--- src/rtl/core/art_pkg.sv ---
// Package for the ack/retransmit slot table: command and status codes,
// slot entry and result types, shared widths. No dependencies.
`default_nettype none
package art_pkg;

  localparam int DEF_SLOTS   = 32;  // default number of slots
  localparam int MAX_RES     = 32;  // results per tick
  localparam int ID_W        = 16;
  localparam int QOS_W       = 2;
  localparam int CNT2_W      = 2;   // ack / resend counters, config regs
  localparam int STATUS_W    = 4;
  localparam int SLOT_FLD_W  = 5;
  localparam int EMIT_W      = $clog2(MAX_RES + 1);
  localparam int CFG_IDX_W   = 1;
  localparam int CFG_DATA_W  = 2;

  localparam logic [CNT2_W-1:0] ATR_RESET = 2'd2;
  localparam logic [CNT2_W-1:0] LIM_RESET = 2'd3;
  localparam logic [CNT2_W-1:0] CNT_MAX   = 2'd3;

  typedef enum logic [1:0] {
    CMD_INSERT = 2'd0,
    CMD_ACK    = 2'd1,
    CMD_TICK   = 2'd2,
    CMD_NONE   = 2'd3
  } cmd_t;

  typedef enum logic [CFG_IDX_W-1:0] {
    REG_ACKS_TO_RELEASE = 1'b0,
    REG_RESEND_LIMIT    = 1'b1
  } reg_idx_t;

  localparam logic [STATUS_W-1:0] ST_INSERTED = 4'd0;
  localparam logic [STATUS_W-1:0] ST_FULL     = 4'd1;
  localparam logic [STATUS_W-1:0] ST_FREED    = 4'd2;
  localparam logic [STATUS_W-1:0] ST_COUNTED  = 4'd3;
  localparam logic [STATUS_W-1:0] ST_NOTFOUND = 4'd4;
  localparam logic [STATUS_W-1:0] ST_BADID    = 4'd5;
  localparam logic [STATUS_W-1:0] ST_RESEND   = 4'd6;
  localparam logic [STATUS_W-1:0] ST_DROPPED  = 4'd7;
  localparam logic [STATUS_W-1:0] ST_IDLE     = 4'd8;

  typedef struct packed {
    logic              valid;
    logic [ID_W-1:0]   id;
    logic [QOS_W-1:0]  qos;
    logic [CNT2_W-1:0] acks;
    logic [CNT2_W-1:0] resends;
  } entry_t;

  typedef struct packed {
    logic [STATUS_W-1:0]   status;
    logic [SLOT_FLD_W-1:0] slot;
    logic [ID_W-1:0]       rid;
    logic [QOS_W-1:0]      rqos;
    logic                  last;
  } res_t;

  // per-step control from the head processor to the sequencer
  typedef struct packed {
    logic hit;      // command satisfied at this slot
    logic emit;     // a result leaves at this step
    logic cnt_inc;  // slot taken
    logic cnt_dec;  // slot freed or dropped
  } proc_ctl_t;

endpackage
`default_nettype wire

--- src/rtl/core/art_in_if.sv ---
// Request channel into the slot table: valid/ready plus command payload.
// No dependencies.
`default_nettype none
interface art_in_if;
  logic        valid;
  logic        ready;
  logic [1:0]  cmd;
  logic [15:0] packet_id;
  logic [1:0]  qos_level;

  modport source (output valid, cmd, packet_id, qos_level, input ready);
  modport sink   (input valid, cmd, packet_id, qos_level, output ready);
endinterface
`default_nettype wire

--- src/rtl/core/art_out_if.sv ---
// Result channel out of the slot table: valid/ready plus result payload.
// No dependencies.
`default_nettype none
interface art_out_if;
  logic        valid;
  logic        ready;
  logic [3:0]  status;
  logic [4:0]  slot;
  logic [15:0] resend_id;
  logic [1:0]  resend_qos;
  logic        last;

  modport source (output valid, status, slot, resend_id, resend_qos, last, input ready);
  modport sink   (input valid, status, slot, resend_id, resend_qos, last, output ready);
endinterface
`default_nettype wire

--- src/rtl/core/ack_retransmit_table.sv ---
// Ack/retransmit slot table. Insert, ack and tick requests hold off the input
// for the accept and one full turn of the cell ring; the turn stalls while a
// result is due and the output is still held. A bad-id ack or an empty tick is answered at once, with no turn.
// The result for slot s is loaded into the output register when slot s is at the head; full and
// not-found results come at the end of the turn.
// Reset (sync, active low) clears slot valid bits and the count, loads 2 and 3.
`default_nettype none
module ack_retransmit_table #(
  parameter int SLOTS = art_pkg::DEF_SLOTS
) (
  input  wire logic                           clk,
  input  wire logic                           rst_n,
  art_in_if.sink                              in_ch,
  art_out_if.source                           out_ch,
  input  wire logic                           cfg_we,
  input  wire logic [art_pkg::CFG_IDX_W-1:0]  cfg_idx,
  input  wire logic [art_pkg::CFG_DATA_W-1:0] cfg_wdata
);
  import art_pkg::*;

  localparam int SW = (SLOTS > 1) ? $clog2(SLOTS) : 1;   // step counter
  localparam int CW = $clog2(SLOTS + 1);                  // occupancy count

  typedef enum logic {S_IDLE, S_SCAN} state_t;

  state_t            state_r;
  logic [SW-1:0]     step_r;
  logic              done_r;
  logic [CW-1:0]     cnt_r;
  logic [EMIT_W-1:0] emitted_r;
  logic [EMIT_W-1:0] kmax_r;
  logic [1:0]        cmd_r;
  logic [ID_W-1:0]   id_r;
  logic [QOS_W-1:0]  qos_r;
  logic [CNT2_W-1:0] atr_r;
  logic [CNT2_W-1:0] lim_r;
  logic              out_valid_r;
  res_t              out_r;

  entry_t    cell_q [SLOTS];
  entry_t    cell_d [SLOTS];
  entry_t    head_nxt;
  res_t      p_res;
  proc_ctl_t p_ctl;

  logic   out_free;
  logic   out_load;
  logic   in_acc;
  logic   last_step;
  logic   proceed;
  logic   shift_en;
  cmd_t   in_cmd;
  logic [EMIT_W-1:0] kmax_nxt;

  assign out_free  = !out_valid_r || out_ch.ready;
  assign in_ch.ready = (state_r == S_IDLE) && out_free;
  assign in_acc    = in_ch.valid && in_ch.ready;
  assign in_cmd    = cmd_t'(in_ch.cmd);
  assign last_step = (step_r == SW'(SLOTS - 1));
  // the ring stalls only when a result is due and the output is still held
  assign proceed   = !p_ctl.emit || out_free;
  assign shift_en  = (state_r == S_SCAN) && proceed;

  // a new result enters the output register: immediate answers while idle,
  // or a slot result from the head during the scan
  assign out_load = (state_r == S_IDLE)
                    ? (in_acc && ((in_cmd == CMD_ACK && in_ch.packet_id == '0) ||
                                  (in_cmd == CMD_TICK && cnt_r == '0)))
                    : (shift_en && p_ctl.emit);

  // a tick reports at most MAX_RES slots; the last flag goes on the last one reported
  assign kmax_nxt = (32'(cnt_r) > 32'(MAX_RES)) ? EMIT_W'(MAX_RES) : EMIT_W'(cnt_r);

  // ring of cells: each shifts toward the head, the head comes back
  // processed at the tail, so after SLOTS shifts every slot is in place
  genvar g;
  generate
    for (g = 0; g < SLOTS; g++) begin : g_cell
      if (g == SLOTS - 1) begin : g_tail
        assign cell_d[g] = head_nxt;
      end else begin : g_mid
        assign cell_d[g] = cell_q[g+1];
      end
      art_cell u_cell (
        .clk      (clk),
        .rst_n    (rst_n),
        .shift_en (shift_en),
        .d        (cell_d[g]),
        .q        (cell_q[g])
      );
    end
  endgenerate

  art_proc u_proc (
    .cmd             (cmd_r),
    .pkt_id          (id_r),
    .qos             (qos_r),
    .acks_to_release (atr_r),
    .resend_limit    (lim_r),
    .done            (done_r),
    .last_step       (last_step),
    .slot            (SLOT_FLD_W'(step_r)),
    .emitted         (emitted_r),
    .kmax            (kmax_r),
    .head            (cell_q[0]),
    .head_nxt        (head_nxt),
    .res             (p_res),
    .ctl             (p_ctl)
  );

  always_ff @(posedge clk) begin
    if (!rst_n) begin
      state_r     <= S_IDLE;
      step_r      <= '0;
      done_r      <= 1'b0;
      cnt_r       <= '0;
      emitted_r   <= '0;
      kmax_r      <= '0;
      atr_r       <= ATR_RESET;
      lim_r       <= LIM_RESET;
      out_valid_r <= 1'b0;
    end else begin
      if (cfg_we) begin
        case (reg_idx_t'(cfg_idx))
          REG_ACKS_TO_RELEASE: atr_r <= cfg_wdata;
          REG_RESEND_LIMIT:    lim_r <= cfg_wdata;
          default: begin
          end
        endcase
      end

      out_valid_r <= out_load || (out_valid_r && !out_ch.ready);

      case (state_r)
        S_IDLE: begin
          if (in_acc) begin
            cmd_r     <= in_ch.cmd;
            id_r      <= in_ch.packet_id;
            qos_r     <= in_ch.qos_level;
            step_r    <= '0;
            done_r    <= 1'b0;
            emitted_r <= '0;
            kmax_r    <= kmax_nxt;
            case (in_cmd)
              CMD_INSERT: begin
                state_r <= S_SCAN;
              end
              CMD_ACK: begin
                if (in_ch.packet_id == '0) begin
                  // bad id: answered at once, table untouched
                  out_r <= '{status: ST_BADID, slot: '0, rid: '0,
                             rqos: in_ch.qos_level, last: 1'b1};
                end else begin
                  state_r <= S_SCAN;
                end
              end
              CMD_TICK: begin
                if (cnt_r == '0) begin
                  out_r <= '{status: ST_IDLE, slot: '0, rid: '0,
                             rqos: '0, last: 1'b1};
                end else begin
                  state_r <= S_SCAN;
                end
              end
              default: begin
              end
            endcase
          end
        end
        S_SCAN: begin
          if (proceed) begin
            step_r <= step_r + SW'(1);
            done_r <= done_r | p_ctl.hit;
            cnt_r  <= cnt_r + CW'(p_ctl.cnt_inc) - CW'(p_ctl.cnt_dec);
            if (p_ctl.emit) begin
              out_r     <= p_res;
              emitted_r <= emitted_r + EMIT_W'(1);
            end
            if (last_step) begin
              state_r <= S_IDLE;
            end
          end
        end
        default: begin
          state_r <= S_IDLE;
        end
      endcase
    end
  end

  assign out_ch.valid      = out_valid_r;
  assign out_ch.status     = out_r.status;
  assign out_ch.slot       = out_r.slot;
  assign out_ch.resend_id  = out_r.rid;
  assign out_ch.resend_qos = out_r.rqos;
  assign out_ch.last       = out_r.last;

endmodule
`default_nettype wire

--- src/rtl/core/art_cell.sv ---
// One slot of the rotating table: holds an entry and takes its neighbor's
// entry on every shift. Depends on art_pkg.
`default_nettype none
module art_cell (
  input  wire logic            clk,
  input  wire logic            rst_n,
  input  wire logic            shift_en,
  input  wire art_pkg::entry_t d,
  output art_pkg::entry_t      q
);
  import art_pkg::*;

  entry_t ent_r;

  // valid bit only is reset; the rest is undefined until an insert
  always_ff @(posedge clk) begin
    if (!rst_n) begin
      ent_r.valid <= 1'b0;
    end else if (shift_en) begin
      ent_r.valid <= d.valid;
    end
    if (shift_en) begin
      ent_r.id      <= d.id;
      ent_r.qos     <= d.qos;
      ent_r.acks    <= d.acks;
      ent_r.resends <= d.resends;
    end
  end

  assign q = ent_r;

endmodule
`default_nettype wire

--- src/rtl/core/art_proc.sv ---
// Head-of-ring processor: applies insert, ack or tick to the entry at the
// head cell and forms the result for that slot. Depends on art_pkg.
`default_nettype none
module art_proc (
  input  wire logic [1:0]                     cmd,
  input  wire logic [art_pkg::ID_W-1:0]       pkt_id,
  input  wire logic [art_pkg::QOS_W-1:0]      qos,
  input  wire logic [art_pkg::CNT2_W-1:0]     acks_to_release,
  input  wire logic [art_pkg::CNT2_W-1:0]     resend_limit,
  input  wire logic                           done,
  input  wire logic                           last_step,
  input  wire logic [art_pkg::SLOT_FLD_W-1:0] slot,
  input  wire logic [art_pkg::EMIT_W-1:0]     emitted,
  input  wire logic [art_pkg::EMIT_W-1:0]     kmax,
  input  wire art_pkg::entry_t                head,
  output art_pkg::entry_t                     head_nxt,
  output art_pkg::res_t                       res,
  output art_pkg::proc_ctl_t                  ctl
);
  import art_pkg::*;

  logic [CNT2_W-1:0] acks_inc;
  logic [CNT2_W-1:0] rs_inc;
  logic              id_hit;

  assign acks_inc = (head.acks == CNT_MAX) ? CNT_MAX : head.acks + CNT2_W'(1);
  assign rs_inc   = (head.resends == CNT_MAX) ? CNT_MAX : head.resends + CNT2_W'(1);
  assign id_hit   = !done && head.valid && (head.id == pkt_id);

  always_comb begin
    head_nxt   = head;
    ctl        = '0;
    res.status = ST_IDLE;
    res.slot   = slot;
    res.rid    = head.id;
    res.rqos   = head.qos;
    res.last   = 1'b1;
    case (cmd_t'(cmd))
      CMD_INSERT: begin
        if (!done && !head.valid) begin
          head_nxt.valid   = 1'b1;
          head_nxt.id      = pkt_id;
          head_nxt.qos     = qos;
          head_nxt.acks    = '0;
          head_nxt.resends = '0;
          ctl.hit          = 1'b1;
          ctl.emit         = 1'b1;
          ctl.cnt_inc      = 1'b1;
          res.status       = ST_INSERTED;
          res.rid          = pkt_id;
          res.rqos         = qos;
        end else if (!done && last_step) begin
          ctl.emit   = 1'b1;
          res.status = ST_FULL;
          res.slot   = '0;
          res.rid    = pkt_id;
          res.rqos   = qos;
        end
      end
      CMD_ACK: begin
        if (id_hit && head.qos == qos) begin
          head_nxt.valid = 1'b0;
          ctl.hit        = 1'b1;
          ctl.emit       = 1'b1;
          ctl.cnt_dec    = 1'b1;
          res.status     = ST_FREED;
        end else if (id_hit && qos != CNT_MAX && head.qos == qos + QOS_W'(1)) begin
          // ack one QoS level below: count it, free at the threshold
          head_nxt.acks = acks_inc;
          ctl.hit       = 1'b1;
          ctl.emit      = 1'b1;
          if (acks_inc >= acks_to_release) begin
            head_nxt.valid = 1'b0;
            ctl.cnt_dec    = 1'b1;
            res.status     = ST_FREED;
          end else begin
            res.status = ST_COUNTED;
          end
        end else if (!done && last_step) begin
          ctl.emit   = 1'b1;
          res.status = ST_NOTFOUND;
          res.slot   = '0;
          res.rid    = pkt_id;
          res.rqos   = qos;
        end
      end
      CMD_TICK: begin
        if (head.valid) begin
          head_nxt.resends = rs_inc;
          if (rs_inc >= resend_limit) begin
            head_nxt.valid = 1'b0;
            ctl.cnt_dec    = 1'b1;
            res.status     = ST_DROPPED;
          end else begin
            res.status = ST_RESEND;
          end
          // results past the cap are processed but not reported
          ctl.emit = (emitted < EMIT_W'(MAX_RES));
          res.last = (emitted + EMIT_W'(1) == kmax);
        end
      end
      default: begin
      end
    endcase
  end

endmodule
`default_nettype wire
--- src/flat_wrapper.sv ---
// flat-port wrapper written by rule: the top's interface ports become plain ports
module ack_retransmit_table_flat import art_pkg::*;
#(
  parameter int SLOTS = art_pkg::DEF_SLOTS
)
  (clk, rst_n, cfg_we, cfg_idx, cfg_wdata, in_ch_valid, in_ch_cmd, in_ch_packet_id, in_ch_qos_level, in_ch_ready, out_ch_valid, out_ch_status, out_ch_slot, out_ch_resend_id, out_ch_resend_qos, out_ch_last, out_ch_ready);
  art_in_if in_ch_i ();
  art_out_if out_ch_i ();
  input  wire logic clk;
  input  wire logic rst_n;
  input  wire logic cfg_we;
  input  wire logic [art_pkg::CFG_IDX_W-1:0] cfg_idx;
  input  wire logic [art_pkg::CFG_DATA_W-1:0] cfg_wdata;
  input wire logic [$bits(in_ch_i.valid)-1:0] in_ch_valid;
  input wire logic [$bits(in_ch_i.cmd)-1:0] in_ch_cmd;
  input wire logic [$bits(in_ch_i.packet_id)-1:0] in_ch_packet_id;
  input wire logic [$bits(in_ch_i.qos_level)-1:0] in_ch_qos_level;
  output wire logic [$bits(in_ch_i.ready)-1:0] in_ch_ready;
  output wire logic [$bits(out_ch_i.valid)-1:0] out_ch_valid;
  output wire logic [$bits(out_ch_i.status)-1:0] out_ch_status;
  output wire logic [$bits(out_ch_i.slot)-1:0] out_ch_slot;
  output wire logic [$bits(out_ch_i.resend_id)-1:0] out_ch_resend_id;
  output wire logic [$bits(out_ch_i.resend_qos)-1:0] out_ch_resend_qos;
  output wire logic [$bits(out_ch_i.last)-1:0] out_ch_last;
  input wire logic [$bits(out_ch_i.ready)-1:0] out_ch_ready;
  assign in_ch_i.valid = in_ch_valid;
  assign in_ch_i.cmd = in_ch_cmd;
  assign in_ch_i.packet_id = in_ch_packet_id;
  assign in_ch_i.qos_level = in_ch_qos_level;
  assign in_ch_ready = in_ch_i.ready;
  assign out_ch_valid = out_ch_i.valid;
  assign out_ch_status = out_ch_i.status;
  assign out_ch_slot = out_ch_i.slot;
  assign out_ch_resend_id = out_ch_i.resend_id;
  assign out_ch_resend_qos = out_ch_i.resend_qos;
  assign out_ch_last = out_ch_i.last;
  assign out_ch_i.ready = out_ch_ready;
  ack_retransmit_table #(.SLOTS(SLOTS)) u_core (.clk(clk), .rst_n(rst_n), .in_ch(in_ch_i), .out_ch(out_ch_i), .cfg_we(cfg_we), .cfg_idx(cfg_idx), .cfg_wdata(cfg_wdata));
endmodule
--- config.mk ---
export PLATFORM = sky130hd
export DESIGN_NAME = ack_retransmit_table_flat
export DESIGN_NICKNAME = d
export VERILOG_FILES = /design/src/rtl/core/art_pkg.sv /design/src/rtl/core/art_in_if.sv /design/src/rtl/core/art_out_if.sv /design/src/rtl/core/ack_retransmit_table.sv /design/src/rtl/core/art_cell.sv /design/src/rtl/core/art_proc.sv /design/src/flat_wrapper.sv
export SDC_FILE = /design/constraint.sdc
export NUM_CORES = 1
export LEC_CHECK = 0
export BUFFER_PORTS_ARGS = -buffer_cell sky130_fd_sc_hd__buf_2
export CAP_MARGIN = 20
export CORE_MARGIN = 3
export CORE_UTILIZATION = 55
export CTS_CLUSTER_DIAMETER = 120
export DETAILED_ROUTE_END_ITERATION = 8
export PLACE_DENSITY = 0.77
export SYNTH_ARGS = -nofsm -noshare
export SYNTH_HDL_FRONTEND = slang
export SYNTH_SLANG_ARGS = --single-unit
export TNS_END_PERCENT = 5
--- constraint.sdc ---
create_clock -name clk -period 6.3 [get_ports clk]
set_clock_uncertainty 0.05 [all_clocks]
set_input_delay 1.26 -clock clk [delete_from_list [all_inputs] [get_ports clk]]
set_output_delay 1.26 -clock clk [all_outputs]
set_load 0.01 [all_outputs]
==> results.py, run 1 <==
metrics = {
    "run_status": {
        "outcome": "finished, final reports clean",
    },
    "clocking": {
        "cts_made_buffers": 78,
        "clockBufferDepth": 3,
        "clock_sinks": 814,
        "holdBufCountCts": 0,
        "clock_latency_ns": 0.62,
        "cts_tree": "built",
        "cts.clk_slew.worst_paths_ns": 0.07,
        "ctsHtreeMaxLevel": 3,
        "post_cts_resized": 0,
        "cts_setup_buffers": 0,
        "cts_root_buf": "clkbuf_16",
    },
    "sta": {
        "finalMaxSlewViolations": 0,
        "fmax_mhz": 220,
        "rsz0062_at_grt": "false",
        "relSlewSlack_pct": 30.8,
        "hold_violations": 0,
        "fin_crit_sh_pct": 72.3,
        "worstMarginPinSlew_ns": 1.03,
        "finalSetupViolCount": 0,
        "tns_ns": 0,
        "fin_crit_ns": 4.55,
        "whs_ns": 0.342,
    },
    "synth": {
        "synth_common_cells": "edfxtp_1, nand2_1, nor2_1, dfxtp_1, a21oi_1",
        "syn_area_sq_um": 26900,
        "ys.flop_type": "edfxtp_1",
        "ys_seq_area_share_pct": 88.4,
        "ys_top_cells_by_area": "edfxtp_1, dfxtp_1, mux2i_1",
        "yosysWarnings": 0,
        "ys_async_sr_fraction_pct": 0,
        "yosysMostFrequentCell": "edfxtp_1",
        "synth_seq_cells": 814,
        "synth_nets": 1366,
        "ys_types": 58,
        "syn_inst": 1311,
        "synth.avg_cell_area_sq_um": 20.6,
        "synth_top_area_share_pct": 83.8,
        "synth_edf_count": 752,
        "yosysTopAreaCell": "edfxtp_1",
    },
    "finish": {
        "area_growth_pct": 13.2,
        "layout-drive-gt1-share_pct": 13.8,
        "fillCellCount": 3090,
        "final_area_sq_um": 30500,
        "nets": 1484,
    },
    "critical_path": {
        "end_kind": "flip-flop",
        "worstPathMaxFanout": 227,
        "startpoint": "u_core.step_r[0]$_SDFFE_PN0P_",
        "cp.arrival_ns": 4.71,
        "rrSetupSlack_ns": 1.75,
        "crit_path_start_kind": "flip-flop",
        "worstPathRequired_ns": 6.46,
        "rr_worst_depth": 10,
        "r2r_end": "u_core.g_cell[21].u_cell.q[2]$_DFFE_PN_",
        "crit_path_end": "u_core.g_cell[21].u_cell.q[2]$_DFFE_PN_",
        "rr_startpoint": "u_core.step_r[0]$_SDFFE_PN0P_",
        "worstSetupPathType": "reg -> reg",
    },
    "floorplan": {
        "dieArea_sq_um": 51700,
        "ios": 58,
        "start_util_pct": 56.1,
        "dieHeight_um": 227,
        "fp-row-count": 80,
        "fp.coreArea_sq_um": 48000,
        "fp.dieW_um": 227,
    },
    "global_route": {
        "antenna_found_initial": 1,
        "grt_pass1_vias": 11102,
        "grt.overflow.total": 0,
        "track_usage_pct": 17.2,
        "grt_max_degree": 228,
        "grt_pass1_wl_um": 66000,
    },
    "drt": {
        "drt-total-wl_um": 43700,
        "via_count": 11589,
        "drcViolationCount": 0,
        "viasPerCell": 5.51,
        "ant_nets": 0,
        "wl_per_cell_um": 20.8,
        "drtIter0Drc": 1211,
        "dr.pass1.iters": 6,
    },
    "placement": {
        "io_buffer_count": 57,
        "hpwl_um": 22800,
        "place_congestion": 0.840,
        "placed_area_sq_um": 27900,
    },
    "power_and_ir_drop": {
        "powerDensity_nw_per_um2": 412,
        "leakagePower_uw": 0.0104,
        "vdd_drop_max_v": 0.000243,
    },
    "run": {
        "cap_violations": 0,
    },
    "worst_hold_path": {
        "hold_class": "reg -> reg",
    },
}
-- critical path, cell delays in order (launching register included) --
cell	delay [ns]
dfxtp_1	0.34
ha_1	0.23
and3_1	0.19
ha_1	0.21
nor2b_1	0.22
o21ai_1	0.23
o21ai_0	0.15
o31a_1	0.26
o31a_1	0.41
inv_16	0.74
buf_4	0.91
-- sequential cells by signal, summed over array words and instances, names as in the netlist, 4 cells and up --
register	cells
u_core.out_ch.status	4
u_core.cnt_r	6
u_core.kmax_r	6
u_core.id_r	16
u_core.emitted_r	6
u_core.out_ch.slot	5
u_core.out_ch.resend_id	16
u_core.g_cell.u_cell.q	736
u_core.step_r	5
-- cells in the final DEF (no fill, tap or decap), types with 10 or more instances in the layout --
| cell type | n |
|---|---|
| a222oi_1 | 10 |
| clkbuf_1 | 11 |
| nand2_1 | 84 |
| dfxtp_1 | 62 |
| mux2i_1 | 34 |
| ha_1 | 26 |
| a21oi_1 | 37 |
| xnor2_1 | 10 |
| edfxtp_1 | 752 |
| nand3_1 | 15 |
| clkinv_1 | 13 |
| xor2_1 | 23 |
| clkbuf_16 | 79 |
| inv_1 | 21 |
| clkinv_2 | 17 |
| buf_2 | 57 |
| mux2_2 | 11 |
| nor2_1 | 79 |
-- per-layer routing --
layer	wire length, um	up-vias	GRT usage, %	part of all wire, %
met2	19400	384	25.0	44
met1	20400	5844	26.2	47
li1	-	5274	-	-
met3	2850	87	4.04	6.5
met5	0	-	0	0
met4	1070	0	5.49	2.4
-- through the flow --
step | utilization [%] | setup WS (ns) | std cells | total power [uW]
after floorplan | - | 0.484 | 1311 | 7810
after global placement | 58.2 | 1.82 | 1963 | 7990
after detailed placement | 58.2 | 1.68 | 1963 | 8030
after CTS | 63.4 | 1.80 | 2101 | 12700
after global routing | 63.5 | 1.45 | 2102 | 13000
final | 63.5 | 1.75 | 2104 | 12600
-- worst min-delay path by stage --
stage	from	to	slack, ns	cells after the start
detailed placement	u_core.g_cell[11].u_cell.q[14]$_DFFE_PN_	u_core.g_cell[10].u_cell.q[14]$_DFFE_PN_	0.35	0
global placement	u_core.g_cell[5].u_cell.q[14]$_DFFE_PN_	u_core.g_cell[4].u_cell.q[14]$_DFFE_PN_	0.35	0
CTS	u_core.g_cell[8].u_cell.q[16]$_DFFE_PN_	u_core.g_cell[7].u_cell.q[16]$_DFFE_PN_	0.34	0
finish	u_core.g_cell[20].u_cell.q[2]$_DFFE_PN_	u_core.g_cell[19].u_cell.q[2]$_DFFE_PN_	0.34	0
floorplan	u_core.g_cell[1].u_cell.q[0]$_DFFE_PN_	u_core.g_cell[0].u_cell.q[0]$_DFFE_PN_	0.35	0
global route	u_core.g_cell[8].u_cell.q[16]$_DFFE_PN_	u_core.g_cell[7].u_cell.q[16]$_DFFE_PN_	0.35	0
-- power by group --
part	internal (uW)	switching, uW
clock	2670	1940
sequential	6990	274
combinational	156	538
-- logic make-up (layout without fill, tap and decap cells) --
family,Yosys count,count (layout),share of synthesized area (%)
adders and majority gates,27,27,1.28
and+or+nand+nor,237,237,3.96
xor gates and xnor gates,33,33,1.07
buffers and inverters,49,225,0.864
muxes,46,46,1.78
AOI/OAI and AO/OA,105,105,2.63
other,0,2,0
DFF,814,814,88.4
-- cell type report --
cell class / instances / area, sq um / share of cell area [%]
multi-input combinational: 448 / 2900 / 9.49
clock buffer: 92 / 2050 / 6.71
timing repair buffer: 65 / 378 / 1.24
sequential: 814 / 23800 / 78.1
clock inverter: 46 / 487 / 1.60
tap: 615 / 769 / 2.52
inverter: 22 / 98.8 / 0.324
antenna: 2 / 5.00 / 0.0164
(Power assumes the default switching activity.)
==> run 2, diff against run 1 <==
PLACE_DENSITY = 0.8   (was 0.77)
clock period = 3.8 ns   (was 6.3 ns; I/O delays follow)
==> results.py, run 2 (synthesis results as in run 1) <==
metrics = {
    "run_status": {
        "outcome": "finished, final reports clean",
    },
    "critical_path": {
        "cp.arrival_ns": 4.01,
        "worstPathMaxFanout": 4,
        "worstPathCellList": "ha_1, xor2_1, nor3_2, o211ai_2, nor2_2, nand2_1, a21oi_1, o21a_1, ha_1, inv_1, ha_1, fa_1, a21oi_2, nor2_1, nor2_1, xnor2_1, mux2i_1, nor2_1",
        "worstSetupPathType": "reg -> reg",
        "max_stage_delay_ns": 0.45,
        "slowest_stage": "fa_1",
        "worstPathRequired_ns": 4.22,
        "end_kind": "flip-flop",
        "crit_path_start_kind": "flip-flop",
    },
    "placement": {
        "io_buffer_count": 57,
        "place_congestion": 0.925,
        "hpwl_um": 24700,
        "dp.cells": 1987,
    },
    "sta": {
        "finalSetupViolCount": 0,
        "hold_violations": 0,
        "relSlewSlack_pct": 24.5,
        "fmax_mhz": 279,
        "fin_crit_sh_pct": 94.3,
        "finalMaxSlewViolations": 0,
        "worstMarginPinSlew_ns": 1.13,
        "fin_crit_ns": 3.58,
    },
    "floorplan": {
        "fp.dieW_um": 227,
        "fp.coreArea_sq_um": 48000,
        "dieArea_sq_um": 51700,
        "dieHeight_um": 227,
        "start_util_pct": 56.1,
        "ios": 58,
        "fp-row-count": 80,
    },
    "power_and_ir_drop": {
        "leakagePower_uw": 0.0106,
        "vdd_drop_max_v": 0.000377,
        "powerDensity_nw_per_um2": 683,
    },
    "finish": {
        "layout-drive-gt1-share_pct": 15.9,
        "nets": 1513,
        "final_util_pct": 64.3,
        "final_cell_mix": "edfxtp_1, nand2_1, clkbuf_16",
        "area_growth_pct": 14.6,
        "largest_reg_flops": 736,
        "final_common_cell": "edfxtp_1",
        "fillCellCount": 3052,
        "stdcell_count": 2139,
    },
    "clocking": {
        "ctsHtreeMaxLevel": 3,
        "cts_root_buf": "clkbuf_16",
        "clock_sinks": 814,
        "holdBufCountCts": 0,
        "cts_made_buffers": 80,
        "clock_latency_ns": 0.62,
        "cts.clk_slew.worst_paths_ns": 0.06,
        "clockBufferDepth": 3,
        "cts_tree": "built",
    },
    "global_route": {
        "grt_pass1_wl_um": 68400,
        "track_usage_pct": 17.7,
        "grt_max_degree": 96,
        "grt.overflow.total": 0,
        "grt_pass1_vias": 11727,
        "antenna_found_initial": 9,
    },
    "drt": {
        "ant_nets": 0,
        "viasPerCell": 5.56,
        "wl_per_cell_um": 21.2,
        "dr.pass1.iters": 5,
        "drcViolationCount": 0,
        "drtIter0Drc": 1235,
        "drt-total-wl_um": 45400,
        "via_count": 11899,
    },
    "run": {
        "cap_violations": 0,
    },
    "worst_hold_path": {
        "hold_class": "in -> reg",
    },
}
-- run 2: changes by cell type in the layout (fill, tap and decap cells not counted), sizes merged --
cell,change
buf,+27
clkbuf,+8
clkinv,-5
inv,+4
clkinvlp,+1
-- run 2: worst max-delay path, delay by kind of cell, from the launching register on --
| kind | cells | cell delay, ns |
|---|---|---|
| DFF | 1 | 0.42 |
| buffers and inverters | 1 | 0.04 |
| xor gates and xnor gates | 2 | 0.25 |
| and+or+nand+nor | 6 | 0.76 |
| AOI/OAI and AO/OA | 4 | 0.66 |
| adders and majority gates | 4 | 1.14 |
| muxes | 1 | 0.13 |
-- run 2: worst paths after layout --
| path | from | to | slack (ns) | cells after the start |
|---|---|---|---|---|
| worst min register to register | u_core.g_cell[1].u_cell.q[21]$_DFFE_PN_ | u_core.g_cell[0].u_cell.q[21]$_DFFE_PN_ | 0.34 | 0 |
| worst max register to register | u_core.qos_r[1]$_DFFE_PP_ | u_core.cnt_r[4]$_SDFFE_PN0N_ | 0.22 | 18 |
| worst max-delay path | u_core.qos_r[1]$_DFFE_PP_ | u_core.cnt_r[4]$_SDFFE_PN0N_ | 0.22 | 18 |
| worst min-delay path | in_ch_packet_id[3] | u_core.id_r[3]$_DFFE_PP_ | 0.28 | 1 |
-- run 2: timing repair --
action	CTS	global route
endpoints found under the setup margin	0	1
gates resized for setup	0	2
buffers inserted	0	4
hold endpoints to repair	0	0
-- run 2: routing by layer --
metal	global-route usage [%]	part of all wire, %
met1	25.4	44
met2	26.7	46
met3	4.81	7.2
met4	6.48	2.9
met5	0	0.17
-- run 2: area by class of cell --
cell class	count	area (sq um)	area share, %
clock inverter	46	479	1.55
multi-input combinational	448	2950	9.55
sequential	814	23800	77.2
timing repair buffer	92	636	2.06
clock buffer	100	2110	6.83
tap	615	769	2.49
inverter	22	109	0.353
antenna	2	5.00	0.0162
-- run 2: stage by stage --
stage | setup TNS [ns] | cell area [sq um] | hold slack (ns) | total power (uW) | setup WS [ns]
after floorplan | -118.38 | 27000 | 0.350 | 12900 | -0.167
after global placement | 0 | 28200 | 0.351 | 13300 | 0.355
after detailed placement | 0 | 28200 | 0.355 | 13400 | 0.267
after CTS | 0 | 30800 | 0.241 | 21300 | 0.234
after global routing | -0.0402 | 30900 | 0.242 | 21900 | -0.0278
final | 0 | 30900 | 0.278 | 21100 | 0.215
-- run 2: where the power goes --
part / switching (uW) / internal, uW
logic: 944 / 331
registers: 460 / 11600
clock network: 3260 / 4520
==> run 3, diff against run 2 <==
PLACE_DENSITY = 0.77   (was 0.8)
clock period = 4.3 ns   (was 3.8 ns; I/O delays follow)
==> results.py, run 3 (synthesis results as in run 1) <==
metrics = {
    "floorplan": {
        "start_util_pct": 56.1,
        "fp.coreArea_sq_um": 48000,
        "ios": 58,
        "fp.dieW_um": 227,
        "dieHeight_um": 227,
        "dieArea_sq_um": 51700,
        "fp-row-count": 80,
    },
    "drt": {
        "wl_per_cell_um": 20.3,
        "drcViolationCount": 0,
        "drtIter0Drc": 1135,
        "ant_nets": 0,
        "drt-total-wl_um": 43200,
        "dr.pass1.iters": 7,
        "viasPerCell": 5.48,
        "via_count": 11652,
    },
    "critical_path": {
        "worstPathRequired_ns": 4.72,
        "cp.arrival_ns": 4.21,
        "rr_worst_depth": 18,
        "startpoint": "u_core.qos_r[0]$_DFFE_PP_",
        "slowest_stage": "edfxtp_1",
        "worstPathCellList": "ha_1, xor2_1, nor3_1, o211ai_2, nor2_2, nand2_1, a21oi_1, o21a_1, ha_1, inv_1, ha_1, fa_1, a21oi_1, nor2_1, nor2_1, xnor2_1, mux2i_1, nor2_1",
        "path_buf_inv": 1,
        "rr_startpoint": "u_core.qos_r[0]$_DFFE_PP_",
        "crit_path_end": "u_core.cnt_r[4]$_SDFFE_PN0N_",
        "worstSetupPathType": "reg -> reg",
        "crit_path_start_kind": "flip-flop",
        "cp.depth": 18,
        "max_stage_delay_ns": 0.45,
        "rrSetupSlack_ns": 0.51,
        "end_kind": "flip-flop",
        "worstPathMaxFanout": 6,
        "critical_path.top_delay_family": "adder cells",
        "r2r_end": "u_core.cnt_r[4]$_SDFFE_PN0N_",
    },
    "worst_hold_path": {
        "hold_class": "reg -> reg",
    },
    "finish": {
        "nets": 1501,
        "fillCellCount": 3132,
        "area_growth_pct": 13.6,
        "largest_reg_flops": 736,
        "layout-drive-gt1-share_pct": 14.7,
        "final_cell_mix": "edfxtp_1, nand2_1, nor2_1, clkbuf_16, dfxtp_1",
        "final_common_cell": "edfxtp_1",
    },
    "global_route": {
        "track_usage_pct": 17.1,
        "grt_pass1_wl_um": 66100,
        "grt_pass1_vias": 11334,
        "antenna_found_initial": 10,
        "grt_max_degree": 124,
        "grt.overflow.total": 0,
    },
    "clocking": {
        "clock_latency_ns": 0.62,
        "holdBufCountCts": 0,
        "cts.clk_slew.worst_paths_ns": 0.07,
        "cts_made_buffers": 79,
        "cts_setup_buffers": 0,
        "ctsHtreeMaxLevel": 3,
        "cts_root_buf": "clkbuf_16",
        "cts_tree": "built",
        "post_cts_resized": 0,
        "clockBufferDepth": 3,
        "clock_sinks": 814,
    },
    "sta": {
        "tns_ns": 0,
        "finalMaxSlewViolations": 0,
        "fin_ws_ns": 0.507,
        "rsz0062_at_grt": "false",
        "hold_violations": 0,
        "finalSetupViolCount": 0,
        "worstMarginPinSlew_ns": 1.05,
        "fmax_mhz": 264,
        "relSlewSlack_pct": 29.8,
        "fin_crit_sh_pct": 88.2,
        "fin_crit_ns": 3.79,
    },
    "run_status": {
        "outcome": "finished, final reports clean",
    },
    "placement": {
        "hpwl_um": 23000,
        "preCtsSetupSlack_ns": 0.573,
        "place_congestion": 0.838,
        "io_buffer_count": 57,
    },
    "power_and_ir_drop": {
        "leakagePower_uw": 0.0104,
        "powerDensity_nw_per_um2": 595,
        "finalPower_uw": 18200,
        "vdd_drop_max_v": 0.000374,
    },
    "run": {
        "cap_violations": 0,
    },
}
-- run 3: cell count changes in the layout (fill, tap and decap cells not counted), sizes merged --
cell and delta:
clkinv +6, bufinv -4, clkbuf -6, clkinvlp +4, buf -11, inv -3
-- run 3: area by class of cell --
| type | count | area, sq um | area share [%] |
|---|---|---|---|
| well taps | 615 | 769 | 2.51 |
| inverters | 22 | 98.8 | 0.323 |
| flip-flops and latches | 814 | 23800 | 77.8 |
| clock buffers | 94 | 2030 | 6.64 |
| multi-input cells | 448 | 2900 | 9.46 |
| diodes | 2 | 5.00 | 0.0164 |
| repair buffers | 81 | 578 | 1.89 |
| clock inverters | 49 | 407 | 1.33 |
-- run 3: through the flow --
step / instance area (sq um) / hold WS [ns] / std cells / util [%]
after floorplan: 27000 / 0.350 / 1311 / -
after detailed placement: 28200 / 0.355 / 1980 / 58.6
after global placement: 28200 / 0.351 / 1980 / 58.6
after CTS: 30600 / 0.342 / 2123 / 63.7
final: 30600 / 0.359 / 2125 / 63.7
after global routing: 30600 / 0.361 / 2124 / 63.7
-- run 3: layer usage --
| metal | GRT usage [%] | routed length, um |
|---|---|---|
| met4 | 6.03 | 1110 |
| met2 | 24.0 | 18800 |
| met5 | 0 | 36 |
| met3 | 4.28 | 3060 |
| met1 | 26.4 | 20200 |
-- run 3: worst min-delay path by stage --
stage                                              from                                       end  cells after the start
6_report       u_core.g_cell[19].u_cell.q[16]$_DFFE_PN_  u_core.g_cell[18].u_cell.q[16]$_DFFE_PN_                      0
5_1_grt                              in_ch_packet_id[2]                  u_core.id_r[2]$_DFFE_PP_                      1
4_1_cts                              in_ch_packet_id[2]                  u_core.id_r[2]$_DFFE_PP_                      1
3_5_place_dp    u_core.g_cell[1].u_cell.q[15]$_DFFE_PN_   u_core.g_cell[0].u_cell.q[15]$_DFFE_PN_                      0
3_3_place_gp    u_core.g_cell[1].u_cell.q[21]$_DFFE_PN_   u_core.g_cell[0].u_cell.q[21]$_DFFE_PN_                      0
2_1_floorplan    u_core.g_cell[1].u_cell.q[0]$_DFFE_PN_    u_core.g_cell[0].u_cell.q[0]$_DFFE_PN_                      0
-- run 3: worst register-to-register path, cell delays in order (launching register included) --
cell and delay, ns:
edfxtp_1 0.45, ha_1 0.33, xor2_1 0.16, nor3_1 0.31, o211ai_2 0.18, nor2_2 0.28
nand2_1 0.16, a21oi_1 0.19, o21a_1 0.14, ha_1 0.13, inv_1 0.04, ha_1 0.22
fa_1 0.43, a21oi_1 0.15, nor2_1 0.06, nor2_1 0.11, xnor2_1 0.08, mux2i_1 0.14
nor2_1 0.06
-- run 3: where the power goes --
group | switching (uW) | internal [uW]
clock network | 2850 | 3650
logic | 818 | 284
registers | 383 | 10200
